**config.mk**
```make
export PLATFORM = sky130hd
export DESIGN_NAME = adaptive_squelch_floor_tracker
export DESIGN_NICKNAME = d
export VERILOG_FILES = /design/src/rtl/core/asft_pkg.sv /design/src/rtl/core/asft_seq.sv /design/src/rtl/core/asft_dp.sv /design/src/rtl/core/adaptive_squelch_floor_tracker.sv
export SDC_FILE = /design/constraint.sdc
export NUM_CORES = 2
export LEC_CHECK = 0
export ABC_AREA = 1
export BUFFER_PORTS_ARGS = -buffer_cell sky130_fd_sc_hd__buf_2
export CORE_MARGIN = 3
export CORE_UTILIZATION = 58
export CTS_BUF_LIST = sky130_fd_sc_hd__clkbuf_8
export CTS_CLUSTER_SIZE = 28
export DETAILED_ROUTE_END_ITERATION = 10
export PLACE_DENSITY = 0.81
export SLEW_MARGIN = 20
export SYNTH_ARGS = -nofsm -noshare
export SYNTH_HDL_FRONTEND = slang
export SYNTH_SLANG_ARGS = --single-unit
```
**constraint.sdc**
```tcl
create_clock -name clk -period 7.7 [get_ports clk]
set_input_delay 0.385 -clock clk [delete_from_list [all_inputs] [get_ports clk]]
set_output_delay 0.385 -clock clk [all_outputs]
set_load 0.01 [all_outputs]
```
**src/rtl/core/asft_pkg.sv**
```systemverilog
// shared types, constants and microcode table for the squelch floor tracker
package asft_pkg;

  localparam int unsigned DATA_W      = 32;
  localparam int unsigned FREQ_W      = 33;
  localparam int unsigned CFG_W       = 16;
  localparam int unsigned WEIGHT_FRAC = 16;
  localparam int unsigned MARGIN_FRAC = 8;
  localparam int unsigned PROD_W      = DATA_W + CFG_W;
  localparam int unsigned STEP_W      = 3;

  localparam logic [CFG_W-1:0]  SETTLE_RESET  = 16'd500;
  localparam logic [CFG_W-1:0]  WEIGHT_RESET  = 16'd655;
  localparam logic [CFG_W-1:0]  MARGIN_RESET  = 16'd768;
  localparam logic [DATA_W-1:0] MINIMUM_RESET = 32'd8192;

  localparam logic CMD_FRAME   = 1'b0;
  localparam logic CMD_RELEARN = 1'b1;

  typedef enum logic [1:0] {
    REG_SETTLE  = 2'd0,
    REG_WEIGHT  = 2'd1,
    REG_MARGIN  = 2'd2,
    REG_MINIMUM = 2'd3
  } reg_idx_t;

  typedef enum logic [2:0] {
    OP_NOP     = 3'd0,
    OP_FREQ    = 3'd1,
    OP_SETTLE  = 3'd2,
    OP_FLOOR   = 3'd3,
    OP_AVG_MUL = 3'd4,
    OP_AVG_ADD = 3'd5,
    OP_THR_MUL = 3'd6,
    OP_EMIT    = 3'd7
  } dp_op_t;

  typedef enum logic [1:0] {
    BR_NEXT   = 2'd0,
    BR_NO_AVG = 2'd1,
    BR_END    = 2'd2
  } br_t;

  typedef logic [STEP_W-1:0] step_t;

  typedef struct packed {
    dp_op_t op;
    br_t    br;
    step_t  target;
  } ucode_word_t;

  typedef struct packed {
    logic   load;
    dp_op_t op;
  } dp_ctrl_t;

  typedef struct packed {
    logic no_avg;
    logic out_hold;
  } dp_status_t;

  typedef struct packed {
    logic [CFG_W-1:0]  settle;
    logic [CFG_W-1:0]  weight;
    logic [CFG_W-1:0]  margin;
    logic [DATA_W-1:0] minimum;
  } cfg_t;

  localparam step_t STEP_THR = 3'd5;

  // program: frequency check, settle check, floor choice, average, threshold, emit
  function automatic ucode_word_t ucode_rom(step_t s);
    ucode_word_t w;
    w = '{op: OP_NOP, br: BR_END, target: '0};
    unique case (s)
      3'd0:    w = '{op: OP_FREQ,    br: BR_NEXT,   target: '0};
      3'd1:    w = '{op: OP_SETTLE,  br: BR_NEXT,   target: '0};
      3'd2:    w = '{op: OP_FLOOR,   br: BR_NO_AVG, target: STEP_THR};
      3'd3:    w = '{op: OP_AVG_MUL, br: BR_NEXT,   target: '0};
      3'd4:    w = '{op: OP_AVG_ADD, br: BR_NEXT,   target: '0};
      3'd5:    w = '{op: OP_THR_MUL, br: BR_NEXT,   target: '0};
      3'd6:    w = '{op: OP_EMIT,    br: BR_END,    target: '0};
      default: w = '{op: OP_NOP,     br: BR_END,    target: '0};
    endcase
    return w;
  endfunction

endpackage

```
**src/rtl/core/asft_seq.sv**
```systemverilog
// microcode sequencer: step counter, control rom and branch logic
module asft_seq (
  input  logic                  clk,
  input  logic                  rst,
  input  logic                  in_valid,
  output logic                  in_stall,
  input  asft_pkg::dp_status_t  status,
  output asft_pkg::dp_ctrl_t    ctrl
);

  logic                 busy;
  asft_pkg::step_t      step;
  asft_pkg::ucode_word_t word;
  logic                 load;
  logic                 exec;

  assign word = asft_pkg::ucode_rom(step);
  assign load = in_valid && !busy;
  // the final step waits until the output register can take the result
  assign exec = busy && !((word.br == asft_pkg::BR_END) && status.out_hold);

  assign in_stall  = busy;
  assign ctrl.load = load;
  assign ctrl.op   = exec ? word.op : asft_pkg::OP_NOP;

  always_ff @(posedge clk) begin
    if (rst) begin
      busy <= 1'b0;
      step <= '0;
    end else if (load) begin
      busy <= 1'b1;
      step <= '0;
    end else if (exec) begin
      unique case (word.br)
        asft_pkg::BR_NEXT: begin
          step <= step + 1'b1;
        end
        asft_pkg::BR_NO_AVG: begin
          step <= status.no_avg ? word.target : step + 1'b1;
        end
        default: begin
          busy <= 1'b0;
          step <= '0;
        end
      endcase
    end
  end

endmodule

```
**src/rtl/core/asft_dp.sv**
```systemverilog
// datapath: tracker state, shared multiplier and result register
module asft_dp (
  input  logic                             clk,
  input  logic                             rst,
  input  asft_pkg::dp_ctrl_t               ctrl,
  output asft_pkg::dp_status_t             status,
  input  asft_pkg::cfg_t                   cfg,
  input  logic                             cmd,
  input  logic [asft_pkg::DATA_W-1:0]      ratio,
  input  logic [asft_pkg::FREQ_W-1:0]      vfo_hz,
  input  logic                             learn_permit,
  input  logic [asft_pkg::DATA_W-1:0]      now_ms,
  output logic                             out_valid,
  input  logic                             out_stall,
  output logic [asft_pkg::DATA_W-1:0]      threshold,
  output logic [asft_pkg::DATA_W-1:0]      floor_out,
  output logic                             learn_used
);

  localparam int unsigned DW = asft_pkg::DATA_W;
  localparam int unsigned FW = asft_pkg::FREQ_W;
  localparam int unsigned PW = asft_pkg::PROD_W;

  // latched request
  logic          cmd_q;
  logic [DW-1:0] ratio_q;
  logic [FW-1:0] vfo_q;
  logic          allow_q;
  logic [DW-1:0] now_q;

  // tracker state
  logic [DW-1:0] noise_floor;
  logic [FW-1:0] learned_freq;
  logic [DW-1:0] relearn_time;

  // working registers
  logic          learn;
  logic [DW-1:0] opa;
  logic [PW-1:0] prod;

  logic [FW:0]               fdiff;
  logic                      moved;
  logic [DW-1:0]             elapsed;
  logic                      floor_zero;
  logic                      ratio_low;
  logic [DW-1:0]             mul_a;
  logic [asft_pkg::CFG_W-1:0] mul_b;
  logic [PW-asft_pkg::MARGIN_FRAC-1:0] thr_shift;
  logic [DW-1:0]             thr_sat;
  logic [DW-1:0]             thr_val;
  logic                      emit;

  // 34-bit difference so a wrap never looks like a small move
  assign fdiff = {1'b0, vfo_q} - {1'b0, learned_freq};
  assign moved = !((fdiff == '0) || (fdiff == {{FW{1'b0}}, 1'b1}) || (fdiff == '1));

  assign elapsed    = now_q - relearn_time;
  assign floor_zero = (noise_floor == '0);
  assign ratio_low  = (ratio_q < noise_floor);

  assign status.no_avg   = floor_zero || ratio_low || !learn;
  assign status.out_hold = out_valid && out_stall;

  // one multiplier shared by the average step and the threshold
  always_comb begin
    if (ctrl.op == asft_pkg::OP_AVG_MUL) begin
      mul_a = opa;
      mul_b = cfg.weight;
    end else begin
      mul_a = noise_floor;
      mul_b = cfg.margin;
    end
  end

  assign thr_shift = prod[PW-1:asft_pkg::MARGIN_FRAC];
  assign thr_sat   = (|thr_shift[PW-asft_pkg::MARGIN_FRAC-1:DW]) ? '1 : thr_shift[DW-1:0];
  always_comb begin
    if (floor_zero) begin
      thr_val = '0;
    end else if (thr_sat < cfg.minimum) begin
      thr_val = cfg.minimum;
    end else begin
      thr_val = thr_sat;
    end
  end

  assign emit = (ctrl.op == asft_pkg::OP_EMIT);

  always_ff @(posedge clk) begin
    if (ctrl.load) begin
      cmd_q   <= cmd;
      ratio_q <= ratio;
      vfo_q   <= vfo_hz;
      allow_q <= learn_permit;
      now_q   <= now_ms;
    end
  end

  always_ff @(posedge clk) begin
    if (rst) begin
      noise_floor  <= '0;
      learned_freq <= '0;
      relearn_time <= '0;
    end else begin
      unique case (ctrl.op)
        asft_pkg::OP_FREQ: begin
          if (cmd_q == asft_pkg::CMD_RELEARN) begin
            noise_floor  <= '0;
            relearn_time <= now_q;
          end else if (moved) begin
            noise_floor  <= '0;
            learned_freq <= vfo_q;
            relearn_time <= now_q;
          end
        end
        asft_pkg::OP_FLOOR: begin
          if (floor_zero) begin
            if (learn) begin
              noise_floor <= ratio_q;
            end
          end else if (ratio_low) begin
            noise_floor <= ratio_q;
          end
        end
        asft_pkg::OP_AVG_ADD: begin
          noise_floor <= noise_floor + prod[PW-1:asft_pkg::WEIGHT_FRAC];
        end
        default: begin
        end
      endcase
    end
  end

  always_ff @(posedge clk) begin
    unique case (ctrl.op)
      asft_pkg::OP_SETTLE: begin
        learn <= allow_q && (cmd_q != asft_pkg::CMD_RELEARN)
                 && !(elapsed < {{(DW-asft_pkg::CFG_W){1'b0}}, cfg.settle});
      end
      asft_pkg::OP_FLOOR: begin
        opa <= ratio_q - noise_floor;
      end
      asft_pkg::OP_AVG_MUL, asft_pkg::OP_THR_MUL: begin
        prod <= mul_a * mul_b;
      end
      default: begin
      end
    endcase
  end

  always_ff @(posedge clk) begin
    if (rst) begin
      out_valid <= 1'b0;
    end else if (emit) begin
      out_valid <= 1'b1;
    end else if (out_valid && !out_stall) begin
      out_valid <= 1'b0;
    end
  end

  always_ff @(posedge clk) begin
    if (emit) begin
      threshold  <= thr_val;
      floor_out  <= noise_floor;
      learn_used <= learn;
    end
  end

endmodule

```
**src/rtl/core/adaptive_squelch_floor_tracker.sv**
```systemverilog
// top level of the adaptive squelch floor tracker: config registers and core
//
// Input channel (in_valid / in_stall) takes one request per frame: cmd selects
// a frame update or a relearn; ratio, vfo_hz, learn_permit and now_ms go with it.
// Output channel (out_valid / out_stall) returns one result per request:
// threshold, floor_out and learn_used.
// A request runs through a seven-step microcode program on one datapath with a
// single 32x16 multiplier; the two averaging steps are skipped when no average
// is taken. in_stall stays high while the program runs, so a new request is
// accepted only after the previous program has ended. The result sits in an
// output register; a new request is accepted while it waits. If the receiver
// still stalls when the next result is ready, the program holds on its last
// step until the register frees up. Reset clears the noise floor, learned
// frequency and relearn time to zero and loads the register defaults (settle
// 500 ms, weight 655, margin 768, minimum 8192). Registers are written over the
// APB port while the block is idle; the user must ensure it, it is not enforced.
module adaptive_squelch_floor_tracker (
  input  logic                             clk,
  input  logic                             rst,
  input  logic                             psel,
  input  logic                             penable,
  input  logic                             pwrite,
  input  logic [3:0]                       paddr,
  input  logic [31:0]                      pwdata,
  output logic [31:0]                      prdata,
  output logic                             pready,
  input  logic                             in_valid,
  output logic                             in_stall,
  input  logic                             cmd,
  input  logic [asft_pkg::DATA_W-1:0]      ratio,
  input  logic [asft_pkg::FREQ_W-1:0]      vfo_hz,
  input  logic                             learn_permit,
  input  logic [asft_pkg::DATA_W-1:0]      now_ms,
  output logic                             out_valid,
  input  logic                             out_stall,
  output logic [asft_pkg::DATA_W-1:0]      threshold,
  output logic [asft_pkg::DATA_W-1:0]      floor_out,
  output logic                             learn_used
);

  asft_pkg::cfg_t       cfg;
  asft_pkg::dp_ctrl_t   ctrl;
  asft_pkg::dp_status_t status;
  asft_pkg::reg_idx_t   reg_idx;
  logic                 wr_en;

  assign pready  = 1'b1;
  assign reg_idx = asft_pkg::reg_idx_t'(paddr[3:2]);
  // byte lane bits are ignored
  assign wr_en   = psel && penable && pwrite && pready && (paddr[1:0] == paddr[1:0]);

  always_ff @(posedge clk) begin
    if (rst) begin
      cfg.settle  <= asft_pkg::SETTLE_RESET;
      cfg.weight  <= asft_pkg::WEIGHT_RESET;
      cfg.margin  <= asft_pkg::MARGIN_RESET;
      cfg.minimum <= asft_pkg::MINIMUM_RESET;
    end else if (wr_en) begin
      unique case (reg_idx)
        asft_pkg::REG_SETTLE:  cfg.settle  <= pwdata[asft_pkg::CFG_W-1:0];
        asft_pkg::REG_WEIGHT:  cfg.weight  <= pwdata[asft_pkg::CFG_W-1:0];
        asft_pkg::REG_MARGIN:  cfg.margin  <= pwdata[asft_pkg::CFG_W-1:0];
        asft_pkg::REG_MINIMUM: cfg.minimum <= pwdata[asft_pkg::DATA_W-1:0];
        default: begin
        end
      endcase
    end
  end

  always_comb begin
    unique case (reg_idx)
      asft_pkg::REG_SETTLE:  prdata = {16'b0, cfg.settle};
      asft_pkg::REG_WEIGHT:  prdata = {16'b0, cfg.weight};
      asft_pkg::REG_MARGIN:  prdata = {16'b0, cfg.margin};
      asft_pkg::REG_MINIMUM: prdata = cfg.minimum;
      default:               prdata = '0;
    endcase
  end

  asft_seq u_seq (
    .clk      (clk),
    .rst      (rst),
    .in_valid (in_valid),
    .in_stall (in_stall),
    .status   (status),
    .ctrl     (ctrl)
  );

  asft_dp u_dp (
    .clk          (clk),
    .rst          (rst),
    .ctrl         (ctrl),
    .status       (status),
    .cfg          (cfg),
    .cmd          (cmd),
    .ratio        (ratio),
    .vfo_hz       (vfo_hz),
    .learn_permit (learn_permit),
    .now_ms       (now_ms),
    .out_valid    (out_valid),
    .out_stall    (out_stall),
    .threshold    (threshold),
    .floor_out    (floor_out),
    .learn_used   (learn_used)
  );

endmodule
```
==> flow_summary.rst <==
.. list-table::
   :header-rows: 1

   * - Metric
     - Value
   * - Status
     - complete, no violations
   * - Number of vias after detailed routing
     - 39,440
   * - Worst setup skew after layout
     - 0.07513 ns
   * - Buffers from clock root to sink, at most
     - 3
   * - Shortest period the worst path allows
     - 7.453 ns
   * - Final Hold Fails
     - 0
   * - Minimum hold slack
     - 0.05496 ns
   * - Sequential cell area fraction in the yosys report
     - 25.63%
   * - Critical Path Max Stage Delay
     - 0.55 ns
   * - Final TNS setup
     - 0 ns
   * - Slack of the worst reg-to-reg path
     - 0.25 ns
   * - Data required time of the critical path
     - 8.10 ns
   * - Layout fillers
     - 5,842
   * - Average size of a mapped cell
     - 7.642 um2
   * - Remaining DRCs
     - 0
   * - Crit share post-route
     - 96.79%
   * - Yosys Warn Count
     - 0
   * - Global Route Usage Sum
     - 35.81%
   * - Initial cell density of the core
     - 58.64%
   * - Dpl hpwl
     - 104,100 um
   * - Number of cell rows
     - 98
   * - Async set or reset register ratio after synthesis
     - 0%
   * - Library cell with the largest summed area after synthesis
     - sky130_fd_sc_hd__fa_1
   * - CP Class
     - register to register
   * - RePlAce Congestion
     - 0.9899
   * - Total area of sequential cells
     - 0.01076 mm2
   * - Number of DRC violations after detailed-routing iteration 0
     - 3,278
   * - Commonest cells in the netlist
     - sky130_fd_sc_hd__nand2_1, sky130_fd_sc_hd__inv_1, sky130_fd_sc_hd__nor2_1, sky130_fd_sc_hd__fa_1, sky130_fd_sc_hd__a21oi_1
   * - Net count, final
     - 6,957
   * - Clock tree from TritonCTS
     - yes
   * - Slack of the critical path
     - 0.2473 ns
   * - Detailed-route wire length
     - 135,900 um
   * - Number of storage elements in the synthesis netlist
     - 419
   * - Post-route ant nets
     - 0
   * - Clock-pin slew on the worst setup and hold paths
     - 0.06 ns
   * - Wire length of the first global-routing pass
     - 210,900 um
   * - WL/cell
     - 19.10 um
   * - Number of levels in the clock H-tree
     - 3
   * - Hold/Removal Path Class
     - primary input to register
   * - Gate count after technology mapping
     - 5,495
   * - Top Ports
     - 242
   * - Number of clock sinks
     - 419
   * - Arrival time reported for the critical path endpoint
     - 7.85 ns
   * - Worst skew pair latency
     - 0.72 ns
   * - Placed cell areas
     - 0.04626 mm2
   * - Power density of the placed cells
     - 173.8 mW/mm2
   * - Die Span X
     - 275.1 um
   * - Netlist Area Pre-Place
     - 0.04199 mm2
   * - Startpoint types
     - register
   * - Top post-synthesis cells by area
     - sky130_fd_sc_hd__fa_1, sky130_fd_sc_hd__edfxtp_1, sky130_fd_sc_hd__nand2_1, sky130_fd_sc_hd__inv_1, sky130_fd_sc_hd__ha_1
   * - Peak VDD IR
     - 0.0002019 V
   * - Number of nets produced by synthesis
     - 6,352
   * - Share of final-layout standard cells stronger than drive strength 1
     - 13.53%
   * - Number of maximum-capacitance violations
     - 0
   * - RSZ-0062 raised after global routing
     - yes
   * - Actual slew at the worst max-slew pin
     - 1.062 ns
   * - Critical-path maximum fanout
     - 13
   * - Finish-stage setup viols
     - 0
   * - Signed area change from the synthesized netlist to the final layout
     - 18.35%
   * - Chip height
     - 275.1 um
   * - Count of input and output buffers
     - 238
   * - Library cell contributing the largest single delay on the critical path
     - sky130_fd_sc_hd__fa_1
   * - Vias per cell
     - 5.542
   * - Standard cell core area
     - 0.07161 mm2
   * - Crit end category
     - register
   * - Root buf cell
     - sky130_fd_sc_hd__clkbuf_8
   * - Number of library cell types mapped by synthesis
     - 55
   * - Area of the die
     - 0.07566 mm2
   * - Leakage power of the design
     - 0.02362 uW
   * - GRT Residual Overflow
     - 0
   * - Remaining max-slew budget at the tightest pin
     - 28.91%
   * - Final std cell area, no fill
     - 0.04969 mm2
   * - Worst slack after detailed placement
     - -0.005873 ns
   * - Number of max-slew violations in the final report
     - 0
   * - Most instantiated flip-flop cell in the synthesis netlist
     - sky130_fd_sc_hd__edfxtp_1
   * - Detailed Routing Iterations Pass 1
     - 6
   * - Number of buffers created by CTS
     - 74
   * - Peak clock frequency supported by timing
     - 0.1342 GHz
   * - Most instantiated library cell after synthesis
     - sky130_fd_sc_hd__nand2_1
   * - Multi-input gate area
     - 0.02693 mm2
   * - Cell type with the highest occurrence count on the critical path
     - sky130_fd_sc_hd__fa_1
   * - Number of antenna violations at the first check in global routing
     - 5
   * - Share of the synthesized area in the top cell type
     - 20.07%
   * - Maximum number of pins on one net before global-route repair
     - 92
   * - Vias in the first global route
     - 39,630
   * - Post-synth EDFFs
     - 237
## layout make-up
type                       instances  area share [%]
multi-input combinational       3850           54.19
clock inverter                    54          0.7025
sequential                       419           21.66
inverter                        1063           8.052
clock buffer                      84           2.326
antenna                            4         0.02014
timing repair buffer             692           10.66
tap                              950           2.392
## per-stage QoR
step	util, %	total power, uW	instances
floorplan	-	4926	5495
global placement	64.60	6249	6815
detailed placement	64.60	6308	6815
CTS	68.68	8490	7089
global route	69.39	9142	7114
finish	69.40	8635	7116
## routing by layer
| layer | routed length, um | global-route usage, % | vias to the layer above |
|---|---|---|---|
| li1 | - | - | 18440 |
| met1 | 52390 | 44.53 | 18720 |
| met2 | 64400 | 60.55 | 1848 |
| met3 | 11580 | 6.628 | 431 |
| met4 | 7527 | 16.63 | 4 |
| met5 | 23 | 0 | - |
## power breakdown
part / internal [uW] / switching [uW]
combinational: 1490 / 2340
sequential: 2560 / 120
clock: 1090 / 1030
total: 5140 / 3490
## registers in the layout, indices dropped and copies added (netlist names)
register           flops
u_dp.learn             1
u_seq.step             3
u_seq.in_stall         1
u_dp.noise_floor      32
u_dp.vfo_q            33
cfg                   80
u_dp.opa              32
u_dp.learn_used        1
u_dp.now_q            32
u_dp.cmd_q             1
u_dp.out_valid         1
u_dp.floor_out        32
u_dp.learned_freq     33
u_dp.allow_q           1
u_dp.relearn_time     32
u_dp.threshold        32
u_dp.ratio_q          32
u_dp.prod             40
## cells in the final DEF, fill, tap and decap left out, types with 220 or more instances in the layout
cell and instances:
sky130_fd_sc_hd__buf_2 238, sky130_fd_sc_hd__o21ai_0 220, sky130_fd_sc_hd__ha_1 286, sky130_fd_sc_hd__a21oi_1 384, sky130_fd_sc_hd__inv_1 1054, sky130_fd_sc_hd__fa_1 421
sky130_fd_sc_hd__edfxtp_1 237, sky130_fd_sc_hd__nand2_1 1234, sky130_fd_sc_hd__nor2_1 614, sky130_fd_sc_hd__buf_4 291
## repair_timing
action                                  4_1_cts  5_1_grt
endpoints found under the setup margin        5       33
gates cloned                                  1        2
gates resized for setup                       8       86
endpoints found under the hold margin       144        0
hold buffers                                130        0
buffers inserted                              5       21
pin swaps                                     1        8
## logic make-up (layout without fill, tap and decap cells)
kind of cell	Yosys count	count (layout)	synth area share, %
AO/OA/AOI/OAI	797	797	10.47
XOR/XNOR	109	109	2.274
adder cells (fa/ha/maj)	715	715	28.83
buffers and inverters	1226	1893	11.11
flip-flops	419	419	25.63
other	1	5	0.008931
AND/OR/NAND/NOR	2228	2228	21.67
## worst max-delay path: cells and delay by family, from the launching register on
| family | cells | cell delay, ns |
|---|---|---|
| AO/OA/AOI/OAI | 5 | 0.72 |
| XOR/XNOR | 1 | 0.14 |
| adder cells (fa/ha/maj) | 8 | 3.58 |
| buffers and inverters | 11 | 1.39 |
| flip-flops | 1 | 0.35 |
| AND/OR/NAND/NOR | 9 | 0.93 |
## final timing paths
check,cells past startpoint,startpoint,to
setup / recovery,34,u_seq.step[1],u_dp.prod[28]
hold / removal,3,pwdata[2],cfg[66]
setup reg to reg,34,u_seq.step[1],u_dp.prod[28]
hold reg to reg,2,u_dp.learned_freq[1],u_dp.learned_freq[1]
Note: power is estimated with default switching activity, not from simulation.
